==> config.mk <==
export PLATFORM = sky130hd
export DESIGN_NAME = alarm_confirm_hold_fsm
export DESIGN_NICKNAME = d
export VERILOG_FILES = /design/src/sv/acfsm_pkg.sv /design/src/sv/alarm_confirm_hold_fsm.sv
export SDC_FILE = /design/constraint.sdc
export NUM_CORES = 1
export LEC_CHECK = 0
export BUFFER_PORTS_ARGS = -buffer_cell sky130_fd_sc_hd__buf_2
export CAP_MARGIN = 10
export CORE_UTILIZATION = 49
export DETAILED_ROUTE_END_ITERATION = 7
export PLACE_DENSITY = 0.68
export SYNTH_ARGS = -nofsm -noshare
export SYNTH_HDL_FRONTEND = slang
export SYNTH_SLANG_ARGS = --single-unit
==> constraint.sdc <==
create_clock -name clk -period 6.3 [get_ports clk]
set_input_delay 0.945 -clock clk [delete_from_list [all_inputs] [get_ports clk]]
set_output_delay 0.945 -clock clk [all_outputs]
set_load 0.01 [all_outputs]
==> src/sv/acfsm_pkg.sv <==
// ----------------------------------------------------------------------------
// acfsm_pkg
// Shared codes for the alarm confirm/hold state machine: state codes, alarm
// kind codes and configuration register indexes.
// ----------------------------------------------------------------------------
package acfsm_pkg;

  localparam int STATE_W = 3;
  localparam int KIND_W  = 4;
  localparam int TIME_W  = 32;
  localparam int CFG_W   = 16;
  localparam int CFG_IDX_W = 1;

  // alarm state codes as seen on out_alarm_state
  localparam logic [STATE_W-1:0] ST_NORMAL = 3'd0;
  localparam logic [STATE_W-1:0] ST_PRE    = 3'd1;
  localparam logic [STATE_W-1:0] ST_ACTIVE = 3'd2;
  localparam logic [STATE_W-1:0] ST_HOLD   = 3'd3;
  localparam logic [STATE_W-1:0] ST_FAULT  = 3'd4;

  // alarm kind codes
  localparam logic [KIND_W-1:0] KIND_NONE  = 4'd0;
  localparam logic [KIND_W-1:0] KIND_FAULT = 4'd1;

  // configuration register indexes
  localparam logic [CFG_IDX_W-1:0] REG_CONFIRM = 1'b0;
  localparam logic [CFG_IDX_W-1:0] REG_HOLD    = 1'b1;

  // register reset values
  localparam logic [CFG_W-1:0] CONFIRM_RST = 16'd500;
  localparam logic [CFG_W-1:0] HOLD_RST    = 16'd2000;

endpackage

==> src/sv/alarm_confirm_hold_fsm.sv <==
// ----------------------------------------------------------------------------
// alarm_confirm_hold_fsm
// Confirm-then-hold alarm state machine with sensor fault override.
// ----------------------------------------------------------------------------
// Usage:
//   Input channel (in_valid / in_stall): one transaction is one update with
//   a sensor fault flag, an anomaly flag, an anomaly kind and a millisecond
//   timestamp. Result channel (out_valid / out_stall): one transaction per
//   update with the new alarm state, alarm kind and a state-changed flag.
//   Path: an accepted update passes through one input register and one result
//   register, with next-state logic holding a single 32-bit subtract and two
//   compares between them.
//   Throughput: one update per cycle while out_stall does not hold a result;
//   the state registers are updated in the same cycle that the result is
//   registered, so the next update sees them right away.
//   Stall: when out_stall holds a result, the input register stays full and
//   in_stall rises; nothing is dropped or duplicated.
//   Reset (rst_n low, synchronous): state normal, kind none, entry time 0,
//   confirm time 500 ms, hold time 2000 ms, both channels empty.
//   Configuration: cfg_we writes cfg_wdata to the register at cfg_index
//   (0 confirm time, 1 hold time); write only while the block is idle.
// ----------------------------------------------------------------------------
module alarm_confirm_hold_fsm (
  input  logic                                clk,
  input  logic                                rst_n,
  // configuration
  input  logic                                cfg_we,
  input  logic [acfsm_pkg::CFG_IDX_W-1:0]     cfg_index,
  input  logic [acfsm_pkg::CFG_W-1:0]         cfg_wdata,
  // update channel
  input  logic                                in_valid,
  output logic                                in_stall,
  input  logic                                in_sensor_fault,
  input  logic                                in_anomaly_active,
  input  logic [acfsm_pkg::KIND_W-1:0]        in_anomaly_kind,
  input  logic [acfsm_pkg::TIME_W-1:0]        in_now_ms,
  // result channel
  output logic                                out_valid,
  input  logic                                out_stall,
  output logic [acfsm_pkg::STATE_W-1:0]       out_alarm_state,
  output logic [acfsm_pkg::KIND_W-1:0]        out_alarm_kind,
  output logic                                out_state_changed
);

  typedef enum logic [acfsm_pkg::STATE_W-1:0] {
    S_NORMAL = acfsm_pkg::ST_NORMAL,
    S_PRE    = acfsm_pkg::ST_PRE,
    S_ACTIVE = acfsm_pkg::ST_ACTIVE,
    S_HOLD   = acfsm_pkg::ST_HOLD,
    S_FAULT  = acfsm_pkg::ST_FAULT
  } state_t;

  // configuration registers
  logic [acfsm_pkg::CFG_W-1:0]  confirm_r;
  logic [acfsm_pkg::CFG_W-1:0]  hold_r;

  // input register
  logic                         in_vld_r;
  logic                         fault_r;
  logic                         anom_r;
  logic [acfsm_pkg::KIND_W-1:0] akind_r;
  logic [acfsm_pkg::TIME_W-1:0] now_r;

  // machine state
  state_t                       state_r, state_nxt;
  logic [acfsm_pkg::KIND_W-1:0] kind_r, kind_nxt;
  logic [acfsm_pkg::TIME_W-1:0] entered_r;

  // result register
  logic                           out_vld_r;
  logic [acfsm_pkg::STATE_W-1:0]  o_state_r;
  logic [acfsm_pkg::KIND_W-1:0]   o_kind_r;
  logic                           o_chg_r;

  logic                         advance;
  logic                         in_load;
  logic [acfsm_pkg::TIME_W-1:0] elapsed;
  logic                         confirm_done;
  logic                         hold_done;

  // pipeline control: the update in the input register moves to the result
  // register whenever that register is empty or being drained
  assign advance  = in_vld_r && (!out_vld_r || !out_stall);
  assign in_stall = in_vld_r && !advance;
  assign in_load  = in_valid && !in_stall;

  // elapsed time wraps modulo 2^32
  assign elapsed      = now_r - entered_r;
  assign confirm_done = elapsed >= {{(acfsm_pkg::TIME_W-acfsm_pkg::CFG_W){1'b0}}, confirm_r};
  assign hold_done    = elapsed >= {{(acfsm_pkg::TIME_W-acfsm_pkg::CFG_W){1'b0}}, hold_r};

  always_ff @(posedge clk) begin
    if (!rst_n) begin
      confirm_r <= acfsm_pkg::CONFIRM_RST;
      hold_r    <= acfsm_pkg::HOLD_RST;
    end else if (cfg_we) begin
      unique case (cfg_index)
        acfsm_pkg::REG_CONFIRM: confirm_r <= cfg_wdata;
        acfsm_pkg::REG_HOLD:    hold_r    <= cfg_wdata;
        default: ;
      endcase
    end
  end

  always_ff @(posedge clk) begin
    if (!rst_n) begin
      in_vld_r <= 1'b0;
    end else if (in_load) begin
      in_vld_r <= 1'b1;
    end else if (advance) begin
      in_vld_r <= 1'b0;
    end
  end

  always_ff @(posedge clk) begin
    if (in_load) begin
      fault_r <= in_sensor_fault;
      anom_r  <= in_anomaly_active;
      akind_r <= in_anomaly_kind;
      now_r   <= in_now_ms;
    end
  end

  // next-state logic; fault overrides, kind follows the anomaly code outside the active state
  always_comb begin
    state_nxt = state_r;
    kind_nxt  = kind_r;
    if (fault_r) begin
      state_nxt = S_FAULT;
      kind_nxt  = acfsm_pkg::KIND_FAULT;
    end else begin
      unique case (state_r)
        S_PRE: begin
          if (anom_r) begin
            kind_nxt = akind_r;
            if (confirm_done) state_nxt = S_ACTIVE;
          end else begin
            kind_nxt  = acfsm_pkg::KIND_NONE;
            state_nxt = S_NORMAL;
          end
        end
        S_ACTIVE: begin
          // kind is frozen while the alert is active
          if (!anom_r) state_nxt = S_HOLD;
        end
        S_HOLD: begin
          if (anom_r) begin
            kind_nxt  = akind_r;
            state_nxt = S_ACTIVE;
          end else if (hold_done) begin
            kind_nxt  = acfsm_pkg::KIND_NONE;
            state_nxt = S_NORMAL;
          end
        end
        S_FAULT: begin
          // recovery ignores this update's anomaly inputs
          kind_nxt  = acfsm_pkg::KIND_NONE;
          state_nxt = S_NORMAL;
        end
        default: begin
          if (anom_r) begin
            kind_nxt  = akind_r;
            state_nxt = S_PRE;
          end
        end
      endcase
    end
  end

  // state, entry time and registered result
  always_ff @(posedge clk) begin
    if (!rst_n) begin
      state_r   <= S_NORMAL;
      kind_r    <= acfsm_pkg::KIND_NONE;
      entered_r <= '0;
      out_vld_r <= 1'b0;
    end else begin
      if (advance) begin
        state_r   <= state_nxt;
        kind_r    <= kind_nxt;
        // restamp only on an actual state change
        if (state_nxt != state_r) entered_r <= now_r;
        out_vld_r <= 1'b1;
        o_state_r <= state_nxt;
        o_kind_r  <= kind_nxt;
        o_chg_r   <= (state_nxt != state_r);
      end else if (!out_stall) begin
        out_vld_r <= 1'b0;
      end
    end
  end

  assign out_valid         = out_vld_r;
  assign out_alarm_state   = o_state_r;
  assign out_alarm_kind    = o_kind_r;
  assign out_state_changed = o_chg_r;

endmodule

==> metrics.md <==
| Metric | Value |
|---|---|
| Clock Sinks | 119 |
| Commonest non-fill, non-tap cells in the layout | nand2_1, a21oi_1, inv_1 |
| Peak VDD IR | 0.000229 V |
| H-tree levels | 4 |
| Number of buffers created by CTS | 17 |
| Yosys top cell by area | dfxtp_1 |
| Hpwl dp | 13700 um |
| Leakage power | 3.87 nW |
| Layout cells sized above 1 | 11.5% |
| Global route overflow | 0 |
| GR met1 Demand/Resource | 34.6% |
| DP Area | 8550 um2 |
| Slew headroom | between 20% and 30% |
| Register area share after synthesis | 35.0% |
| Number of fill cells | 1494 |
| Setup ws final | around 0.93 ns |
| Buffer count from post-CTS setup fixing | 0 |
| Largest net degree at the start of global routing | roughly 70 |
| Drt wl/cell | about 16 um |
| RePlAce Congestion | slightly above 0.9 |
| Clk buf depth | 2 |
| Grt met2 use | roughly 40% |
| Ys flop type | dfxtp_1 |
| Wire length of the first global-routing pass | 33000 um |
| Syn. warnings | 0 |
| Area grow syn2layout | 11.4% |
| Kind of critical path | flop to flop |
| Most common cell after layout, fill and taps aside | nand2_1 |
| Post-layout min period | 5.37 ns |
| Async SR Flop Fraction | 0% |
| Post-Syn Area per Cell | 8.27 um2 |
| Pre-CTS setup slack | 0.992 ns |
| Final nets | ~1100 |
| Post-synth EDFFs | 46 |
| Run status | finished, final reports clean |
| PortBufs | 69 |
| I/O pin cnt | 70 |
| WP data required | 6.47 ns |
| Grt peak-use layer | met2 |
| Vias in the first global route | 6640 |
| Resized cells post-CTS | 0 |
| Final Power | 2.31 mW |
| Max Clock Freq | between 150 and 200 MHz |
| Hold Crit Class | flop to flop |
| Initial core utilization | approximately half |
| Worst-path clk slew | 0.05 ns |
| Hold Fails Final Rpt | 0 |
| CP max stage delay | 0.63 ns |
| Worst path slowest cell | or3_4 |
| Die extent in x | 131 um |
| ANT cells | 0 |
| Crit end category | flop |
| Cell area after layout | 9050 um2 |
| FP Rows | 46 |
| Total die area | 17100 um2 |
| Via Count | 7317 |
| Largest cells by area after synthesis | dfxtp_1, edfxtp_1, ha_1 |
| Pre-Repair DR Iteration Count | 5 |
| Clock skew | 0.00926 ns |
| ANT nets after route | 0 |
| Yosys cell types | 72 |
| Core ar. | 16100 um2 |
| Syn nets | approximately 1100 |
| WP buf/inv | 1 |
| Final Setup Violations | 0 |
| Critical Path Source Type | flop |
| Period utilization | 85.2% |
| Clk_lat worst skew | 0.42 ns |
| Register bit total from synthesis | ~120 |
| Final-report max-slew violation count | 0 |
| Pwr/cell area | 255 nW/um2 |
| Reg area | 2840 um2 |
| Area of the multi-input gates | roughly 4800 um2 |
| Non-filler instance count after layout | 1246 |
| Die H | about 130 um |
| RSZ-0062 raised after global routing | false |
| CP Cell Sequence | ha_1 -> and2_1 -> a221oi_2 -> nand2_1 -> and2_1 -> o21ai_0 -> nand2_1 -> a21oi_1 -> o21bai_1 -> xor2_1 -> ha_1 -> a21o_1 -> a21o_1 -> a21oi_1 -> o21ai_0 -> a31o_2 -> a211oi_1 -> and3_1 -> nor3_2 -> buf_4 -> or3_4 -> or2_1 |
| Util after Layout | 56.4% |
| Final hold slack | around 0.47 ns |
| CTS tree | built |
| Initial detailed-routing violation count | 656 |
| Synth top area share | 18.0% |
| GRT Util Overall | about a quarter |
| Post-Route Setup TNS | 0 ns |
| Max Fanout on Critical Path | 33 |
| Cts-stage hold buffer count | 0 |
| CP arrival | 5.54 ns |
| Max_cap viols | 0 |
| DR DRC count | 0 |
| Post-placement cell count | 1214 |
| Initial antenna violation count | 0 |
| Synth Instances | 983 |
| Routing usage on met3 | under 10% |
| Vias per cell | 5.87 |
| Worst slew pin tran | 1.18 ns |
| Root Driver | clkbuf_16 |
| Delay-heaviest family, CP | simple AND/OR/NAND/NOR gates |
| WL final | between 20000 and 25000 um |
| Synthesized cell area | 8130 um2 |
-- synthesized netlist by cell type, types with 9 or more instances --
master / n
a21oi_1: 80
nor2b_1: 10
and3_1: 39
xnor2_1: 9
o211ai_1: 16
o311ai_1: 32
nand2_1: 132
a21o_1: 15
clkbuf_1: 53
o31ai_1: 33
nor2_1: 70
a21boi_0: 21
nand3_1: 12
dfxtp_1: 73
nand2b_1: 13
nand4_1: 12
a211oi_1: 11
o21a_1: 12
ha_1: 63
o21ai_0: 43
and2_1: 9
inv_1: 75
edfxtp_1: 46
-- final timing paths --
kind,startpoint,to,slack (ns),cells past startpoint
max reg2reg,now_r[4],out_state_changed,0.93,22
min,confirm_r[3],confirm_r[3],0.47,2
max,now_r[4],out_state_changed,0.93,22
min reg2reg,confirm_r[3],confirm_r[3],0.47,2
-- final cells by class --
class,count,share of cell area (%)
Clock buffer,27,5.23
Clock inverter,5,0.318
Inverter,75,3.11
Multi-Input combinational cell,728,52.6
Sequential cell,119,31.4
Tap cell,216,2.99
Timing Repair Buffer,76,4.40
-- where the power goes --
part           total [mW]  internal [mW]  switching (mW)
Sequential          0.881          0.850          0.0302
Clock               0.841          0.510           0.331
Combinational       0.591          0.233           0.358
Total                2.31           1.59           0.719
-- logic make-up after synthesis --
group | after synthesis | synth area share (%)
AND/OR/NAND/NOR | 326 | 19.2
AO/OA/AOI/OAI | 319 | 27.1
buffers and inverters | 136 | 6.67
flip-flops | 119 | 35.0
adder cells (fa/ha/maj) | 64 | 9.95
XOR/XNOR | 16 | 1.72
multiplexers | 3 | 0.385
-- metal layers --
metal	up-vias	wire (um)	share of wire, %
li1	3659	-	-
met1	3396	9680	48
met2	240	8920	45
met3	22	1090	5.4
met4	0	316	1.6
met5	-	0	0
-- tightest hold or removal path, delay by kind of cell (launching register included) --
| family | cells | cell delay, ns |
|---|---|---|
| AOI/OAI and AO/OA | 1 | 0.06 |
| DFF | 1 | 0.30 |
| and+or+nand+nor | 1 | 0.05 |
-- state kept, by name (all words and copies together) (netlist names) --
| register | flops |
|---|---|
| out_alarm_state | 3 |
| kind_r | 4 |
| anom_r | 1 |
| fault_r | 1 |
| hold_r | 16 |
| state_r | 3 |
| out_state_changed | 1 |
| entered_r | 32 |
| now_r | 32 |
| confirm_r | 16 |
| out_valid | 1 |
| in_vld_r | 1 |
| akind_r | 4 |
| out_alarm_kind | 4 |
No activity file was read; power rests on OpenSTA's default activity.
